==> src/rtl/core/lsd_pkg.sv <==
// ----------------------------------------------------------------------------
// lsd_pkg
// Shared constants and types for the LZSS stream decoder: token layout,
// window geometry and the command word passed from the parser to the copier.
// ----------------------------------------------------------------------------
package lsd_pkg;

   localparam int WINDOW_BITS    = 11;
   localparam int LEN_BITS       = 4;
   localparam int MIN_EXTRA      = 1;
   localparam int LOOKAHEAD      = 17;

   localparam int WIN_SIZE       = 1 << WINDOW_BITS;
   localparam int LIT_TOKEN_BITS = 9;
   localparam int REF_TOKEN_BITS = 1 + WINDOW_BITS + LEN_BITS;
   localparam int MAX_TOKEN_BITS = (LIT_TOKEN_BITS > REF_TOKEN_BITS) ?
                                   LIT_TOKEN_BITS : REF_TOKEN_BITS;
   localparam int CNT_W          = $clog2(MAX_TOKEN_BITS + 1);
   // token shift register, flag bit kept separately
   localparam int TOK_W          = (WINDOW_BITS + LEN_BITS > 8) ?
                                   (WINDOW_BITS + LEN_BITS) : 8;

   localparam int OUT_LIMIT      = 17;
   localparam int EMIT_W         = $clog2(OUT_LIMIT + 1);
   localparam int RUN_MAX        = (1 << LEN_BITS) - 1 + MIN_EXTRA;
   localparam int RUN_W          = (RUN_MAX > 1) ? $clog2(RUN_MAX + 1) : 1;
   localparam int FILL_W         = WINDOW_BITS + 1;

   localparam int QUEUE_DEPTH    = 2;
   localparam int QPTR_W         = $clog2(QUEUE_DEPTH);
   localparam int QCNT_W         = $clog2(QUEUE_DEPTH + 1);

   localparam logic [7:0] SPACE_CHAR = 8'h20;
   localparam logic [WINDOW_BITS-1:0] INIT_WP =
      WINDOW_BITS'(WIN_SIZE - (LOOKAHEAD % WIN_SIZE));

   typedef struct packed {
      logic                   is_lit;
      logic [7:0]             lit;
      logic [WINDOW_BITS-1:0] pos;
      logic [LEN_BITS-1:0]    len;
   } cmd_type;

endpackage

==> src/rtl/core/lsd_parser.sv <==
// ----------------------------------------------------------------------------
// lsd_parser
// Front end: shifts each compressed byte into the token register, most
// significant bit first, and issues a command when a token completes.
// ----------------------------------------------------------------------------
module lsd_parser
   import lsd_pkg::*;
(
   input  logic       clock,
   input  logic       reset,
   input  logic       req_valid,
   output logic       req_ready,
   input  logic [7:0] req_in_byte,
   output logic       push_valid,
   input  logic       push_ready,
   output cmd_type    push_cmd
);

   logic [TOK_W-1:0] tok_ff, tok_in;
   logic [CNT_W-1:0] cnt_ff, cnt_in;
   logic             flag_ff, flag_in;
   logic             done;
   logic             accept;

   assign req_ready = push_ready;
   assign accept    = req_valid && push_ready;

   always_comb begin
      tok_in   = tok_ff;
      cnt_in   = cnt_ff;
      flag_in  = flag_ff;
      done     = 1'b0;
      push_cmd = '0;
      for (int b = 7; b >= 0; b--) begin
         // first bit of a token is its flag
         if (cnt_in == '0) begin
            flag_in = req_in_byte[b];
         end
         tok_in = {tok_in[TOK_W-2:0], req_in_byte[b]};
         cnt_in = cnt_in + 1'b1;
         if (flag_in && cnt_in == CNT_W'(LIT_TOKEN_BITS)) begin
            done            = 1'b1;
            push_cmd.is_lit = 1'b1;
            push_cmd.lit    = tok_in[7:0];
            tok_in          = '0;
            cnt_in          = '0;
         end else if (!flag_in && cnt_in == CNT_W'(REF_TOKEN_BITS)) begin
            done            = 1'b1;
            push_cmd.is_lit = 1'b0;
            push_cmd.pos    = tok_in[WINDOW_BITS+LEN_BITS-1:LEN_BITS];
            push_cmd.len    = tok_in[LEN_BITS-1:0];
            tok_in          = '0;
            cnt_in          = '0;
         end
      end
   end

   assign push_valid = accept && done;

   always_ff @(posedge clock) begin
      if (reset) begin
         tok_ff  <= '0;
         cnt_ff  <= '0;
         flag_ff <= 1'b0;
      end else if (accept) begin
         tok_ff  <= tok_in;
         cnt_ff  <= cnt_in;
         flag_ff <= flag_in;
      end
   end

endmodule

==> config.mk <==
export PLATFORM = sky130hd
export DESIGN_NAME = lsd_parser
export DESIGN_NICKNAME = d
export VERILOG_FILES = /design/src/rtl/core/lsd_pkg.sv /design/src/rtl/core/lsd_parser.sv
export SDC_FILE = /design/constraint.sdc
export NUM_CORES = 1
export LEC_CHECK = 0
export ABC_AREA = 1
export BUFFER_PORTS_ARGS = -buffer_cell sky130_fd_sc_hd__buf_2
export CORE_MARGIN = 1
export CORE_UTILIZATION = 65
export DETAILED_ROUTE_END_ITERATION = 12
export PLACE_DENSITY = 0.91
export RECOVER_POWER = 50
export SLEW_MARGIN = 15
export SYNTH_ARGS = -nofsm -noshare
export SYNTH_HDL_FRONTEND = slang
export SYNTH_SLANG_ARGS = --single-unit
==> constraint.sdc <==
create_clock -name clock -period 44.5 [get_ports clock]
set_input_delay 8.9 -clock clock [delete_from_list [all_inputs] [get_ports clock]]
set_output_delay 8.9 -clock clock [all_outputs]
set_load 0.02 [all_outputs]
==> impl_metrics.tcl <==
set metrics [dict create \
    status "finished with violations" \
    violations "capacitance limit" \
    wl_per_cell_um 14.10 \
    final_cell_mix "nand2_1 (225), inv_1 (136), nor2_1 (133), o21ai_0 (68), nand3_1 (55)" \
    syn_avg_cell_area_um2 5.544 \
    rsz0062_at_grt "false" \
    vias 6097 \
    critical_path_class "in -> out" \
    synth_cell_types 39 \
    cpMostUsedCell "nand2_1" \
    drt_iter0_drc 741 \
    layout_commonest_cell "nand2_1" \
    tns_ns 0 \
    htree_levels 1 \
    critPathMaxFanout 44 \
    start_kind "input port" \
    core_area_um2 7727 \
    dp_slack_ns 14.57 \
    critical_path.top_delay_family "simple AND/OR/NAND/NOR gates" \
    tightest_slew_ns 1.475 \
    die_w_um 91.44 \
    grt-ovfl-total 0 \
    critical-path-slowest-cell "nand3_1" \
    grt_antenna_before_repair 0 \
    finalWirelength_mm 14.74 \
    syn_area_um2 5200 \
    remaining_drc_errors 0 \
    netlist_instances 938 \
    worstSetupEndpointType "output port" \
    hpwl_mm 11.60 \
    skew_ns 0.003309 \
    synthDominantCellAreaShare_pct 15.52 \
    cts_tree "built" \
    fmax_mhz 28.92 \
    yosysSeqAreaShare_pct 7.700 \
    cts_setup_buffers 0 \
    clock_latency_ns 0.26 \
    die_area_um2 8361 \
    slew_viol_final 0 \
    hold_violations 0 \
    ios 38 \
    synth_warnings 0 \
    grt_use_total_pct 35.03 \
    clk_path_buf_depth 2 \
    grt_pass1_vias 5368 \
    critical_path_required_ns 35.60 \
    cts_hold_buf 0 \
    grt_max_degree 45 \
    synth-seq-cells 20 \
    fin_crit_sh_pct 77.71 \
    drive_above_1_share_pct 13.04 \
    worstPathArrival_ns 25.68 \
    maxCapViolations 1 \
    route.antenna.remaining_nets 0 \
    clk_pin_slew_ns 0.07 \
    diodes 0 \
    cts_buffers 3 \
    holdCritPathClass "reg -> reg" \
    nNetsFinal 987 \
    holdWs_ns 0.4733 \
    die_h_um 91.44 \
    placement.io_buffers 37 \
    syn_nets 981 \
    path_buf_inv 18 \
    rows 32 \
    grt_pass1_wl_mm 24.48 \
    detail_route.first_pass.iterations 6 \
    max_stage_delay_ns 1.04 \
    utilization_pct 68.15 \
    yosys-top-cells-area "nand2_1 (16%), inv_1 (9.7%), nor2_1 (9.3%), dfxtp_1 (7.7%), ha_1 (7.5%)" \
    setup_ws_ns 9.921 \
    area_delta_synth_final_pct 1.275 \
    globalplace.congestion 1.064 \
    clkSinkCount 20 \
    max_slew_margin_pct 1.410 \
    post_cts_resized 0 \
    period_needed_ns 34.58 \
    vias_per_cell 5.834 \
    finalSetupViolCount 0 \
    cts-root-buf "clkbuf_8" \
    synth_top_area_cell "nand2_1" \
    initial_core_util_pct 67.29 \
]
[worst paths after layout]
check,startpoint,endpoint,slack [ns],cells after the start
min,tok_ff[3]$_SDFFE_PP0P_,tok_ff[3]$_SDFFE_PP0P_,0.47,2
max reg2reg,cnt_ff[0]$_SDFFE_PP0P_,cnt_ff[0]$_SDFFE_PP0P_,26.99,86
min reg2reg,tok_ff[3]$_SDFFE_PP0P_,tok_ff[3]$_SDFFE_PP0P_,0.47,2
max,req_in_byte[7],push_cmd[7],9.92,82
[sequential cells by signal (all words and copies together) (netlist names)]
register  cells
tok_ff       14
flag_ff       1
cnt_ff        5
[stage by stage]
| stage | instance area, µm² | std cells |
|---|---|---|
| finish | 5266 | 1045 |
| global route | 5266 | 1045 |
| CTS | 5386 | 1045 |
| detailed placement | 5331 | 1041 |
| global placement | 5331 | 1041 |
| floorplan | 5200 | 938 |
[cells by family (layout without fill, tap and decap cells)]
| kind of cell | Yosys count | after routing | share of synthesized area, % |
|---|---|---|---|
| fa+ha+maj | 31 | 31 | 7.459 |
| flops | 20 | 20 | 7.700 |
| simple gates | 524 | 524 | 50.29 |
| buf+inv | 190 | 195 | 14.65 |
| compound gates | 173 | 173 | 19.90 |
[synthesized netlist by cell type]
master and number:
inv_4 1, o21ai_0 66, o211ai_1 36, ha_1 31
nor2_4 11, clkinv_1 5, nand3_2 13, o41ai_1 6
nand3b_1 1, buf_2 4, o2111ai_1 1, inv_1 135
nor2_2 5, nand3_1 50, a21oi_2 3, a31oi_1 3
nor2_8 3, or2_1 1, clkbuf_1 24, nand2_2 33
nand2_8 1, o31ai_2 1, buf_6 3, buf_4 5
a21oi_1 32, a41oi_1 1, o21ai_1 16, nand2_4 13
o31ai_1 2, inv_2 13, dfxtp_1 20, o21ai_2 2
nand3_4 4, a21boi_0 1, nand2_1 215, nor2_1 129
nand4_1 37, nor3_1 8, o221ai_1 3
[area by class of cell]
type / count / area, µm²
clock buffers: 4 / 55.05
fillers: 765 / 2461
inverters: 154 / 580.6
multi-input cells: 728 / 3919
flip-flops and latches: 20 / 400.4
well taps: 102 / 127.6
repair buffers: 37 / 183.9
[metal layers]
layer,vias to the layer above,track usage (%),share of wire [%]
met2,326,57.77,44
li1,3056,-,-
met1,2676,47.25,44
met4,0,11.11,3.0
met3,39,4.020,9.0
met5,-,0,0
[worst register-to-register path: cells and delay by family, from the launching register on]
family / cells / cell delay, ns
AOI/OAI and AO/OA: 2 / 0.24
adders and majority gates: 8 / 1.81
buffers and inverters: 18 / 1.88
DFF: 1 / 0.47
and+or+nand+nor: 58 / 12.99
Power is left out: the tool's default activity adds up to more than one toggle a clock period on the data nets, which glitch-free logic cannot reach.
