## config.mk

```make
export PLATFORM = sky130hd
export DESIGN_NAME = lsd_cmd_fifo
export DESIGN_NICKNAME = d
export VERILOG_FILES = /design/src/rtl/core/lsd_pkg.sv /design/src/rtl/core/lsd_cmd_fifo.sv
export SDC_FILE = /design/constraint.sdc
export NUM_CORES = 1
export LEC_CHECK = 0
export ABC_AREA = 1
export BUFFER_PORTS_ARGS = -buffer_cell sky130_fd_sc_hd__buf_2
export CORE_ASPECT_RATIO = 2
export CORE_UTILIZATION = 27
export DETAILED_ROUTE_END_ITERATION = 8
export GPL_TIMING_DRIVEN = 1
export PLACE_DENSITY = 0.51
export SYNTH_ARGS = -nofsm -noshare
export SYNTH_HDL_FRONTEND = slang
export SYNTH_SLANG_ARGS = --single-unit
export TNS_END_PERCENT = 1
```

## constraint.sdc

```tcl
create_clock -name clock -period 5.3 [get_ports clock]
set_clock_uncertainty 0.15 [all_clocks]
set_input_delay 1.325 -clock clock [delete_from_list [all_inputs] [get_ports clock]]
set_output_delay 1.325 -clock clock [all_outputs]
set_load 0.005 [all_outputs]
```

## src/rtl/core/lsd_pkg.sv

```systemverilog
// ----------------------------------------------------------------------------
// lsd_pkg
// Shared constants and types for the LZSS stream decoder: token layout,
// window geometry and the command word passed from the parser to the copier.
// ----------------------------------------------------------------------------
package lsd_pkg;

   localparam int WINDOW_BITS    = 11;
   localparam int LEN_BITS       = 4;
   localparam int MIN_EXTRA      = 1;
   localparam int LOOKAHEAD      = 17;

   localparam int WIN_SIZE       = 1 << WINDOW_BITS;
   localparam int LIT_TOKEN_BITS = 9;
   localparam int REF_TOKEN_BITS = 1 + WINDOW_BITS + LEN_BITS;
   localparam int MAX_TOKEN_BITS = (LIT_TOKEN_BITS > REF_TOKEN_BITS) ?
                                   LIT_TOKEN_BITS : REF_TOKEN_BITS;
   localparam int CNT_W          = $clog2(MAX_TOKEN_BITS + 1);
   // token shift register, flag bit kept separately
   localparam int TOK_W          = (WINDOW_BITS + LEN_BITS > 8) ?
                                   (WINDOW_BITS + LEN_BITS) : 8;

   localparam int OUT_LIMIT      = 17;
   localparam int EMIT_W         = $clog2(OUT_LIMIT + 1);
   localparam int RUN_MAX        = (1 << LEN_BITS) - 1 + MIN_EXTRA;
   localparam int RUN_W          = (RUN_MAX > 1) ? $clog2(RUN_MAX + 1) : 1;
   localparam int FILL_W         = WINDOW_BITS + 1;

   localparam int QUEUE_DEPTH    = 2;
   localparam int QPTR_W         = $clog2(QUEUE_DEPTH);
   localparam int QCNT_W         = $clog2(QUEUE_DEPTH + 1);

   localparam logic [7:0] SPACE_CHAR = 8'h20;
   localparam logic [WINDOW_BITS-1:0] INIT_WP =
      WINDOW_BITS'(WIN_SIZE - (LOOKAHEAD % WIN_SIZE));

   typedef struct packed {
      logic                   is_lit;
      logic [7:0]             lit;
      logic [WINDOW_BITS-1:0] pos;
      logic [LEN_BITS-1:0]    len;
   } cmd_type;

endpackage

```

## src/rtl/core/lsd_cmd_fifo.sv

```systemverilog
// ----------------------------------------------------------------------------
// lsd_cmd_fifo
// Short command queue between the token parser and the window copier.
// ----------------------------------------------------------------------------
module lsd_cmd_fifo
   import lsd_pkg::*;
(
   input  logic    clock,
   input  logic    reset,
   input  logic    push_valid,
   output logic    push_ready,
   input  cmd_type push_cmd,
   output logic    pop_valid,
   input  logic    pop_ready,
   output cmd_type pop_cmd
);

   cmd_type           entry_ff [QUEUE_DEPTH];
   logic [QPTR_W-1:0] wr_ptr_ff, wr_ptr_in;
   logic [QPTR_W-1:0] rd_ptr_ff, rd_ptr_in;
   logic [QCNT_W-1:0] count_ff, count_in;
   logic              do_push, do_pop;

   assign push_ready = (count_ff != QCNT_W'(QUEUE_DEPTH));
   assign pop_valid  = (count_ff != '0);
   assign pop_cmd    = entry_ff[rd_ptr_ff];
   assign do_push    = push_valid && push_ready;
   assign do_pop     = pop_valid && pop_ready;

   always_comb begin
      wr_ptr_in = wr_ptr_ff;
      rd_ptr_in = rd_ptr_ff;
      count_in  = count_ff;
      if (do_push) begin
         wr_ptr_in = (wr_ptr_ff == QPTR_W'(QUEUE_DEPTH - 1)) ? '0 : wr_ptr_ff + 1'b1;
      end
      if (do_pop) begin
         rd_ptr_in = (rd_ptr_ff == QPTR_W'(QUEUE_DEPTH - 1)) ? '0 : rd_ptr_ff + 1'b1;
      end
      if (do_push && !do_pop) begin
         count_in = count_ff + 1'b1;
      end else if (do_pop && !do_push) begin
         count_in = count_ff - 1'b1;
      end
   end

   always_ff @(posedge clock) begin
      if (reset) begin
         wr_ptr_ff <= '0;
         rd_ptr_ff <= '0;
         count_ff  <= '0;
      end else begin
         wr_ptr_ff <= wr_ptr_in;
         rd_ptr_ff <= rd_ptr_in;
         count_ff  <= count_in;
      end
   end

   always_ff @(posedge clock) begin
      if (do_push) begin
         entry_ff[wr_ptr_ff] <= push_cmd;
      end
   end

endmodule

```

==> results of run 1 <==
-- worst max path at each step --
stage | startpoint | to | slack (ns) | depth (start not counted)
2_1_floorplan | push_valid | entry_ff[1][0] | 2.31 | 2
3_3_place_gp | push_valid | entry_ff[1][7] | 2.34 | 4
3_5_place_dp | push_valid | entry_ff[1][12] | 2.33 | 4
4_1_cts | flop | pop_cmd[4] | 2.09 | 2
5_1_grt | flop | pop_cmd[4] | 2.04 | 2
6_report | flop | pop_cmd[3] | 2.14 | 2
-- per-stage QoR --
stage	worst slack [ns]	util	power, mW	cell area (um2)	std cells
CTS	2.09	0.349	1.17	2570	264
global placement	2.34	0.329	0.853	2430	256
finish	2.14	0.349	1.15	2570	264
global route	2.04	0.349	1.21	2570	264
detailed placement	2.33	0.329	0.857	2430	256
floorplan	2.31	-	0.766	2080	112
-- cell families after synthesis --
kind of cell / Yosys count / share of synthesized area
buf+inv: 11 / 0.0392
compound gates: 4 / 0.00964
fa+ha+maj: 1 / 0.00602
simple gates: 19 / 0.0368
flops: 53 / 0.742
mux: 24 / 0.166
-- worst max-delay path, delay by kind of cell, from the launching register on --
kind	cells	cell delay, ns
DFF	1	0.85
muxes	1	0.41
buffers and inverters	1	0.13
-- registers in the layout (all words and copies together) (netlist names), named ones only --
register	flops
rd_ptr_ff	1
wr_ptr_ff	1
count_ff	2
entry_ff	48
-- area by class of cell --
cell class	count	area [um2]
fill	742	4810
sequential	53	1540
multi-input combinational	48	459
timing repair buffer	55	280
clock buffer	6	129
tap	92	115
inverter	8	30.0
clock inverter	2	15.0
-- layer usage --
metal | vias up | share of wire
li1 | 524 | -
met1 | 512 | 0.35
met2 | 30 | 0.56
met3 | 7 | 0.064
met4 | 2 | 0.026
met5 | - | 0.0035
-- cells in the final DEF, fill, tap and decap left out, types with 2 or more instances in the layout --
cell type | synthesis | final
mux2_4 | 20 | 20
a21oi_1 | 2 | 2
inv_1 | 8 | 8
edfxtp_1 | 48 | 48
dfxtp_1 | 5 | 4
nand2_1 | 9 | 9
o21ai_0 | 2 | 2
buf_4 | 0 | 2
mux2_2 | 4 | 4
nand3_1 | 2 | 2
nor2_2 | 0 | 2
buf_2 | 0 | 53
nor2_1 | 7 | 5
clkinvlp_4 | 0 | 2
clkbuf_16 | 0 | 5
-- power groups by stage --
stage                     Clock [mW]  Sequential (mW)  Combinational, mW
final                          0.311            0.574              0.266
after detailed placement           0            0.585              0.272
after global placement             0            0.583              0.270
after floorplan                    0            0.554              0.213
after global routing           0.334            0.585              0.296
after CTS                      0.321            0.576              0.273
==> summary.txt, run 1 <==
status -> complete, no violations
crit-path max cell delay -> 0.85 ns
GRT met2 Usage -> 0.170
# DRC -> 0
Synth warnings -> 0
core region area -> 0.00738 mm2
Sw Pwr -> 0.296 mW
TritonCTS Buffers -> 5
Net Count, Synth -> 141
CTS clk-pin slew, worst paths -> 0.07 ns
leakage -> 1.02 nW
met1 usage -> 0.0854
sw frac -> 0.257
Die Width -> 64.0 um
vias in the first global route -> 1,081
TritonCTS clock tree -> done
worst reg-to-reg setup slack -> 3.29 ns
IO buf count -> 53
area grow syn2layout -> 23.8%
final worst path period share -> 0.596
row count -> 44
worst-margin pin slew -> 0.800 ns
Initial Util -> 0.282
chip height -> 126 um
post-CTS setup buffer count -> 0
clk buf depth -> 2
Crit. End Element -> primary output
asr flop ratio synth -> 0
Fin. Hold Viols -> 0
Clock power frac -> 0.270
Pint -> 0.855 mW
DP HPWL -> 2450 um
DRT iter0 DRCs -> 17
CP max stage cell -> dfxtp_2
Synth Register Bits -> 53
Worst Setup Start Kind -> flop
total grt overflow -> 0
Gate Count Post-Synth -> 112
Worst Hold Launch -> rd_ptr_ff
synth top area cells -> edfxtp_1 (69%), mux2_4 (14%), dfxtp_1 (4.8%), mux2_2 (2.2%), buf_12 (1.9%)
clk_lat worst skew -> 0.29 ns
max cap viols -> 0
Hold Crit Depth -> 2
minimum clock period -> 3.16 ns
I/O pins -> 54
# H-tree levels -> 2
RSZ-0062 raised after global routing -> false
diode count -> 0
final net count -> 200
# setup viols final -> 0
gp weighted congestion -> 0.631
layout cells sized above 1 -> 0.517
Distinct cells, synth -> 14
DRT Wirelength -> 3410 um
VDD IR max -> 0.246 mV
crit path DAT -> 1.68 ns
most instantiated cells after synthesis -> edfxtp_1 (48), mux2_4 (20), nand2_1 (9)
reg-to-reg startpoint -> count_ff[0]
Root Buffer -> clkbuf_16
Crit path required time -> 3.83 ns
detailed-route via count -> 1,075
CP Cell Sequence -> mux2_2 > buf_2
post-synthesis sequential area ratio -> 0.742
WHS -> 0.358 ns
Sequential Power Share -> 0.499
die area -> 0.00807 mm2
FF-to-FF path depth -> 5
# hold bufs at CTS -> 0
GRT Util Overall -> 0.0940
crit path kind -> flop to primary output
Top Usage Layer GRT -> met2
drt pass-1 iters -> 4
clk sinks -> 53
largest net degree at the start of global routing -> 25
PostCTS Resize Cnt -> 0
first-pass GRT wire length -> 5410 um
Worst Hold Class -> flop to flop
met3 Use GR -> 0.0353
Max FO, Critical Path -> 24
routed wire length per instance -> 12.9 um
R2R Path End -> entry_ff[1][5]
vias per inst -> 4.07
final setup TNS -> 0 ns
Max transition margin -> 0.467
f_max -> 0.317 GHz
dominant cell type by area after synthesis -> edfxtp_1
count leader, synth -> edfxtp_1
Final Max Tran Viols -> 0
Final ANT Viol Nets -> 0
number of synthesized flops with an enable pin -> 48
Avg Inst Size Synth -> 18.5 um2
dominant synthesized flop cell -> edfxtp_1
initial antenna violation count -> 1
Pwr Density -> 447 mW/mm2
top cell type's share of synthesized area -> 0.694
logic gate share of total power -> 0.231
Post-Synthesis Cell Area -> 0.00208 mm2
WHS Endpoint -> rd_ptr_ff
Note: power is estimated with default switching activity, not from simulation.
==> run 2, diff against run 1 <==
==> constraint.sdc (replaced) <==
create_clock -name clock -period 3.04 [get_ports clock]
set_clock_uncertainty 0.15 [all_clocks]
set_input_delay 0.76 -clock clock [delete_from_list [all_inputs] [get_ports clock]]
set_output_delay 0.76 -clock clock [all_outputs]
set_load 0.005 [all_outputs]
==> run 2 against run 1 <==
Sequential power grew 71%; routed wire length grew 3.3%; design area grew 0.34%; setup slack lost 1.6 ns; first-iteration DRC count grew 29%; combinational power grew 86%; count of clock-buffer cells in the layout shrank 1; utilization grew 0.12 points; critical path type unchanged.
==> summary.txt, run 2 (synthesized netlist as in run 1, its figures left out) <==
crit path kind -> flop to primary output
commonest non-fill, non-tap cell in the layout -> buf_2
met3 Use GR -> 0.0344 (-0.000906)
final worst path period share -> 0.811
VDD IR max -> 0.303 mV (+23%)
Initial Util -> 0.282 (unchanged)
crit path DAT -> 1.55 ns (-0.13 ns)
Hold Crit Depth -> 2 (unchanged)
footprint of the multi-input gates -> 459 um2 (unchanged)
clk sinks -> 53 (unchanged)
max cap viols -> 0 (unchanged)
post-CTS setup buffer count -> 0 (unchanged)
PostCTS Resize Cnt -> 0 (unchanged)
status -> complete, no violations
register area -> 0.00154 mm2 (unchanged)
Final ANT Viol Nets -> 0 (unchanged)
cell family with most CP delay -> flip-flops
total grt overflow -> 0 (unchanged)
vias in the first global route -> 1,073 (-0.74%)
CP Cell Sequence -> buf_4 > mux2_4 > buf_2
Pwr Density -> 775 mW/mm2 (+73%)
Root Buffer -> clkbuf_16
gp weighted congestion -> 0.703 (+11%)
fillcell total -> 766 (+3.2%)
# hold bufs at CTS -> 0 (unchanged)
most frequent cells in the layout -> buf_2 (53), edfxtp_1 (48), mux2_4 (20)
RSZ-0062 raised after global routing -> false
Die Width -> 64.0 um (unchanged)
die area -> 0.00807 mm2 (unchanged)
CP bufs+invs -> 2 (+1)
# setup viols final -> 0 (unchanged)
GRT Util Overall -> 0.0972 (+0.00329)
FF-to-FF path depth -> 10 (+5)
largest registers -> entry_ff (48), count_ff (2)
Final Max Tran Viols -> 0 (unchanged)
DP HPWL -> 2590 um (+5.8%)
Placed Area -> 0.00244 mm2 (+0.62%)
# H-tree levels -> 2 (unchanged)
Worst Hold Class -> flop to flop
GRT met2 Usage -> 0.168 (-0.00188)
TritonCTS Buffers -> 5 (unchanged)
Worst Hold Launch -> rd_ptr_ff
final setup TNS -> 0 ns (unchanged)
drt pass-1 iters -> 3 (-1)
IO buf count -> 53 (unchanged)
worst-margin pin slew -> 0.366 ns (-0.434 ns)
area grow syn2layout -> 24.2%
routed wire length per instance -> 13.2 um (+2.5%)
Top Usage Layer GRT -> met2
Max FO, Critical Path -> 13 (-46%)
detailed-route via count -> 1,081 (+0.56%)
reg-to-reg startpoint -> count_ff[0]
clk buf depth -> 2 (unchanged)
CP max stage cell -> dfxtp_2
vias per inst -> 4.06 (-0.20%)
core region area -> 0.00738 mm2 (unchanged)
DRT iter0 DRCs -> 22 (+5)
max FFs per register -> 48 (unchanged)
crit-path max cell delay -> 0.55 ns (-0.30 ns)
f_max -> 0.406 GHz
first-pass GRT wire length -> 5580 um (+3.2%)
Fin. Hold Viols -> 0 (unchanged)
# DRC -> 0 (unchanged)
minimum clock period -> 2.46 ns
worst reg-to-reg setup slack -> 1.44 ns (-1.85 ns)
final net count -> 202 (+1.0%)
Crit path required time -> 2.13 ns (-1.70 ns)
Worst Setup Start Kind -> flop
row count -> 44 (unchanged)
R2R Path End -> count_ff[1]
met1 usage -> 0.0962 (+0.0108)
diode count -> 0 (unchanged)
Max transition margin -> 0.756 (+0.289)
layout cells sized above 1 -> 0.517 (about the same)
leakage -> 1.04 nW (+1.6%)
largest net degree at the start of global routing -> 25 (unchanged)
initial antenna violation count -> 0 (-1)
CTS clk-pin slew, worst paths -> 0.06 ns (about the same)
clk_lat worst skew -> 0.28 ns (about the same)
I/O pins -> 54 (unchanged)
Biggest register -> entry_ff
WHS Endpoint -> rd_ptr_ff
Crit. End Element -> primary output
TritonCTS clock tree -> done
chip height -> 126 um (unchanged)
DRT Wirelength -> 3520 um (+3.3%)
post-route cell area -> 0.00258 mm2 (+0.34%)
## run 2: changes by cell type in the layout (fill, tap and decap cells not counted)
| cell | delta |
|---|---|
| clkinvlp_4 | -2 |
| buf_4 | +2 |
| clkbuf_1 | -1 |
| clkinv_2 | +1 |
| clkinv_1 | +2 |
## run 2: worst max-delay path by stage
stage / start / to / slack, ns / cells past startpoint
after global routing: flop / pop_cmd[21] / 0.49 / 3
after CTS: flop / pop_cmd[7] / 0.54 / 3
final: flop / pop_cmd[5] / 0.58 / 3
after global placement: flop / pop_cmd[5] / 0.87 / 3
after detailed placement: flop / pop_cmd[7] / 0.85 / 3
after floorplan: push_valid / entry_ff[1][0] / 0.61 / 2
## run 2: layout make-up
class / count / area share
Clock buffer: 5 / 0.0485
Clock inverter: 3 / 0.00485
Inverter: 8 / 0.0116
Multi-Input combinational cell: 48 / 0.178
Sequential cell: 53 / 0.598
Tap cell: 92 / 0.0446
Timing Repair Buffer: 57 / 0.114
## run 2: worst register-to-register path, cell delays in order (launching register included)
cell and delay, ns:
dfxtp_1 0.31, inv_1 0.11, nand2_1 0.08, nand2_1 0.15
inv_1 0.08, ha_1 0.32, inv_1 0.08, nand3_1 0.08
nand2_1 0.06, inv_1 0.03, nor2_1 0.08
## run 2: through the flow
stage	total power, mW	std cells	hold WS (ns)	util	worst slack, ns
floorplan	1.34	112	0.315	-	0.611
global placement	1.50	258	0.333	0.331	0.872
detailed placement	1.50	258	0.346	0.331	0.853
CTS	2.04	266	0.368	0.350	0.541
global route	2.11	266	0.412	0.350	0.492
finish	2.00	266	0.371	0.350	0.575
## run 2: power by group
part	internal, mW	switching [mW]
Combinational	0.266	0.228
Sequential	0.925	0.0541
Clock	0.298	0.229
## run 2: layer usage
metal  up-vias  wire length [um]
met5         -                 0
met4         0                92
li1        532                 -
met2        32              2000
met1       511              1200
met3         6               232
==> run 3, diff against run 2 <==
--- a/config.mk
+++ b/config.mk
@@ -5,13 +5,13 @@
 export SDC_FILE = /design/constraint.sdc
 export NUM_CORES = 1
 export LEC_CHECK = 0
-export ABC_AREA = 1
+export ABC_AREA = 0
 export BUFFER_PORTS_ARGS = -buffer_cell sky130_fd_sc_hd__buf_2
 export CORE_ASPECT_RATIO = 2
 export CORE_UTILIZATION = 27
 export DETAILED_ROUTE_END_ITERATION = 8
 export GPL_TIMING_DRIVEN = 1
-export PLACE_DENSITY = 0.51
+export PLACE_DENSITY = 0.52
 export SYNTH_ARGS = -nofsm -noshare
 export SYNTH_HDL_FRONTEND = slang
 export SYNTH_SLANG_ARGS = --single-unit
==> constraint.sdc (replaced) <==
create_clock -name clock -period 2.49 [get_ports clock]
set_clock_uncertainty 0.15 [all_clocks]
set_input_delay 0.6225 -clock clock [delete_from_list [all_inputs] [get_ports clock]]
set_output_delay 0.6225 -clock clock [all_outputs]
set_load 0.005 [all_outputs]
==> run 3 against run 2 <==
Routed wire length down 3.8%; first-iteration DRC count rose by 68%; combinational power is 18% higher; total power rose by 21%; largest cell class unchanged; synthesized cell count shrank 12%; non-clock buffer count decreased by 1; flip-flop and latch count unchanged; sequential power is 20% higher; final cell count shrank 6.0%; design area down 3.0%; global-route usage up 0.10 points; via count down 4.3%.
==> summary.txt, run 3 <==
final worst path period share -> 0.915
TritonCTS Buffers -> 5 (unchanged)
max FFs per register -> 48 (unchanged)
post-synthesis xor/xnor area fraction -> 0.0135 (+0.0135)
Crit. End Element -> primary output
Synth Register Bits -> 53 (unchanged)
most frequent cells in the layout -> buf_2 (53), edfxtp_1 (48), mux2_2 (24)
crit path kind -> flop to primary output
# setup viols final -> 0 (unchanged)
Initial Util -> 0.281 (-0.000674)
largest family of logic cells by synthesized area -> multiplexers
post-synthesis sequential area ratio -> 0.791 (+0.0486)
first-pass GRT wire length -> 5260 um (-5.8%)
GRT met2 Usage -> 0.169 (+0.000548)
RSZ-0062 raised after global routing -> false
worst slack, placed -> 0.503 ns (-0.350 ns)
clk_lat worst skew -> 0.28 ns (about the same)
Worst Hold Launch -> rd_ptr_ff
Die Width -> 62.1 um (-3.0%)
Biggest register -> entry_ff
# H-tree levels -> 2 (unchanged)
Non-Filler Instances -> 250 (-6.0%)
detailed-route via count -> 1,034 (-4.3%)
die area -> 0.00758 mm2 (-6.0%)
WHS -> 0.363 ns (-0.00826 ns)
DP HPWL -> 2400 um (-7.3%)
Root Buffer -> clkbuf_16
Worst Hold Class -> flop to flop
final net count -> 188 (-6.9%)
CTS clk-pin slew, worst paths -> 0.07 ns (about the same)
crit path DAT -> 1.51 ns (-0.04 ns)
Post-Synthesis Cell Area -> 0.00195 mm2 (-6.1%)
Max transition margin -> 0.768 (+0.0124)
core region area -> 0.00694 mm2 (-5.9%)
Gate Count Post-Synth -> 99 (-12%)
dominant synthesized flop cell -> edfxtp_1
count leader, synth -> edfxtp_1
footprint of the multi-input gates -> 389 um2 (-15%)
dominant cell type by area after synthesis -> edfxtp_1
drt pass-1 iters -> 3 (unchanged)
VDD IR max -> 0.504 mV (+67%)
simple-gate share of the synthesized area -> 0.0257 (-0.0111)
most instantiated cells after synthesis -> edfxtp_1 (48), mux2_2 (24), dfxtp_1 (5)
Net Count, Synth -> 128 (-9.2%)
vias in the first global route -> 1,105 (+3.0%)
met1 usage -> 0.107 (+0.0107)
post-layout util -> 0.361 (+0.0110)
Worst Setup Start Kind -> flop
IO buf count -> 53 (unchanged)
mux contribution to synthesized area -> 0.139 (-0.0276)
largest net degree at the start of global routing -> 25 (unchanged)
area grow syn2layout -> 28.4%
Final WS setup -> 0.210 ns (-0.365 ns)
worst-margin pin slew -> 0.344 ns (-0.0222 ns)
final setup TNS -> 0 ns (unchanged)
post-synthesis compound-gate area fraction -> 0.0154 (+0.00577)
chip height -> 122 um (-3.1%)
Distinct cells, synth -> 17 (+3)
Fin. Hold Viols -> 0 (unchanged)
f_max -> 0.439 GHz
asr flop ratio synth -> 0 (unchanged)
clk sinks -> 53 (unchanged)
Final Max Tran Viols -> 0 (unchanged)
I/O pins -> 54 (unchanged)
vias per inst -> 4.14 (+1.8%)
initial antenna violation count -> 0 (unchanged)
total grt overflow -> 0 (unchanged)
fillcell total -> 684 (-11%)
FF-to-FF path depth -> 5 (-5)
Top Usage Layer GRT -> met2
synth top area cells -> edfxtp_1 (74%), mux2_2 (14%), dfxtp_1 (5.1%), xor2_1 (1.3%), buf_2 (0.77%)
Pwr Density -> 965 mW/mm2 (+25%)
max cap viols -> 0 (unchanged)
top cell type's share of synthesized area -> 0.739 (+0.0454)
Max FO, Critical Path -> 18 (+5)
Avg Inst Size Synth -> 19.7 um2 (+6.2%)
DRT Wirelength -> 3390 um (-3.8%)
status -> complete, no violations
Hold Crit Depth -> 2 (unchanged)
DRT iter0 DRCs -> 37 (+68%)
number of synthesized flops with an enable pin -> 48 (unchanged)
reg-to-reg startpoint -> count_ff[0]
GRT Util Overall -> 0.0983 (+0.00102)
routed wire length per instance -> 13.6 um (+2.4%)
Crit path required time -> 1.72 ns (-0.41 ns)
row count -> 43 (-2.3%)
PostCTS Resize Cnt -> 0 (unchanged)
diode count -> 0 (unchanged)
largest registers -> entry_ff (48), count_ff (2)
register area -> 0.00154 mm2 (about the same)
R2R Path End -> count_ff[1]
Final ANT Viol Nets -> 0 (unchanged)
worst reg-to-reg setup slack -> 0.71 ns (-0.73 ns)
WHS Endpoint -> rd_ptr_ff
post-CTS setup buffer count -> 0 (unchanged)
fraction of the mapped netlist area in adder cells -> 0.00642 (+0.000394)
# hold bufs at CTS -> 0 (unchanged)
leakage -> 0.932 nW (-10%)
TritonCTS clock tree -> done
Synth warnings -> 0 (unchanged)
gp weighted congestion -> 0.668 (-4.9%)
commonest non-fill, non-tap cell in the layout -> buf_2
DP Cell Count -> 242 (-6.2%)
met3 Use GR -> 0.0287 (-0.00576)
# DRC -> 0 (unchanged)
layout cells sized above 1 -> 0.556 (+0.0390)
clk buf depth -> 2 (unchanged)
minimum clock period -> 2.28 ns
## run 3: cell types whose count changed in the layout (fill, tap and decap cells not counted), moves of 2 or more
cell,previous run,this run
buf_12,0,2
buf_4,4,1
clkinv_1,2,0
clkinvlp_4,0,2
inv_1,8,1
mux2_2,4,24
mux2_4,20,0
nand2_1,9,0
nand3_1,2,0
nor2_1,5,3
nor2_2,2,0
xor2_1,0,3
## run 3: how the worst max path moves through the flow
stage / startpoint / end / slack [ns] / cells past startpoint
2_1_floorplan: push_valid / entry_ff[1][0] / 0.68 / 1
3_3_place_gp: flop / pop_cmd[12] / 0.52 / 3
3_5_place_dp: flop / pop_cmd[1] / 0.50 / 3
4_1_cts: flop / pop_cmd[23] / 0.18 / 3
5_1_grt: flop / pop_cmd[1] / 0.12 / 3
6_report: flop / pop_cmd[1] / 0.21 / 3
## run 3: critical path, stage by stage, from the launching register on
cell and delay (ns):
dfxtp_1 0.52, buf_12 0.21, mux2_2 0.35, buf_2 0.13
## run 3: metal layers
metal	vias up	part of all wire
li1	498	-
met1	497	0.38
met2	33	0.55
met3	6	0.055
met4	0	0.017
met5	-	0
## run 3: cell families after synthesis
| logic type | count (synthesis) |
|---|---|
| XOR/XNOR | 3 |
| adder cells (fa/ha/maj) | 1 |
| buffers and inverters | 4 |
| flip-flops | 53 |
| multiplexers | 24 |
| AND/OR/NAND/NOR | 9 |
| AO/OA/AOI/OAI | 5 |
## run 3: power by group
group	total, mW	internal [mW]	switching [mW]
logic	0.584	0.321	0.263
registers	1.17	1.12	0.0549
clock network	0.662	0.373	0.289
total	2.42	1.81	0.607
## run 3: stage by stage
| step | power (mW) | instance area (um2) |
|---|---|---|
| 5_1_grt | 2.55 | 2500 |
| 3_3_place_gp | 1.78 | 2360 |
| 2_1_floorplan | 1.52 | 1950 |
| 3_5_place_dp | 1.79 | 2360 |
| 6_report | 2.42 | 2500 |
| 4_1_cts | 2.46 | 2500 |
## run 3: area by class of cell
type	instances	area share
inverter	1	0.00150
timing repair buffer	56	0.125
sequential	53	0.616
tap	90	0.0450
clock buffer	6	0.0515
multi-input combinational	42	0.155
clock inverter	2	0.00600
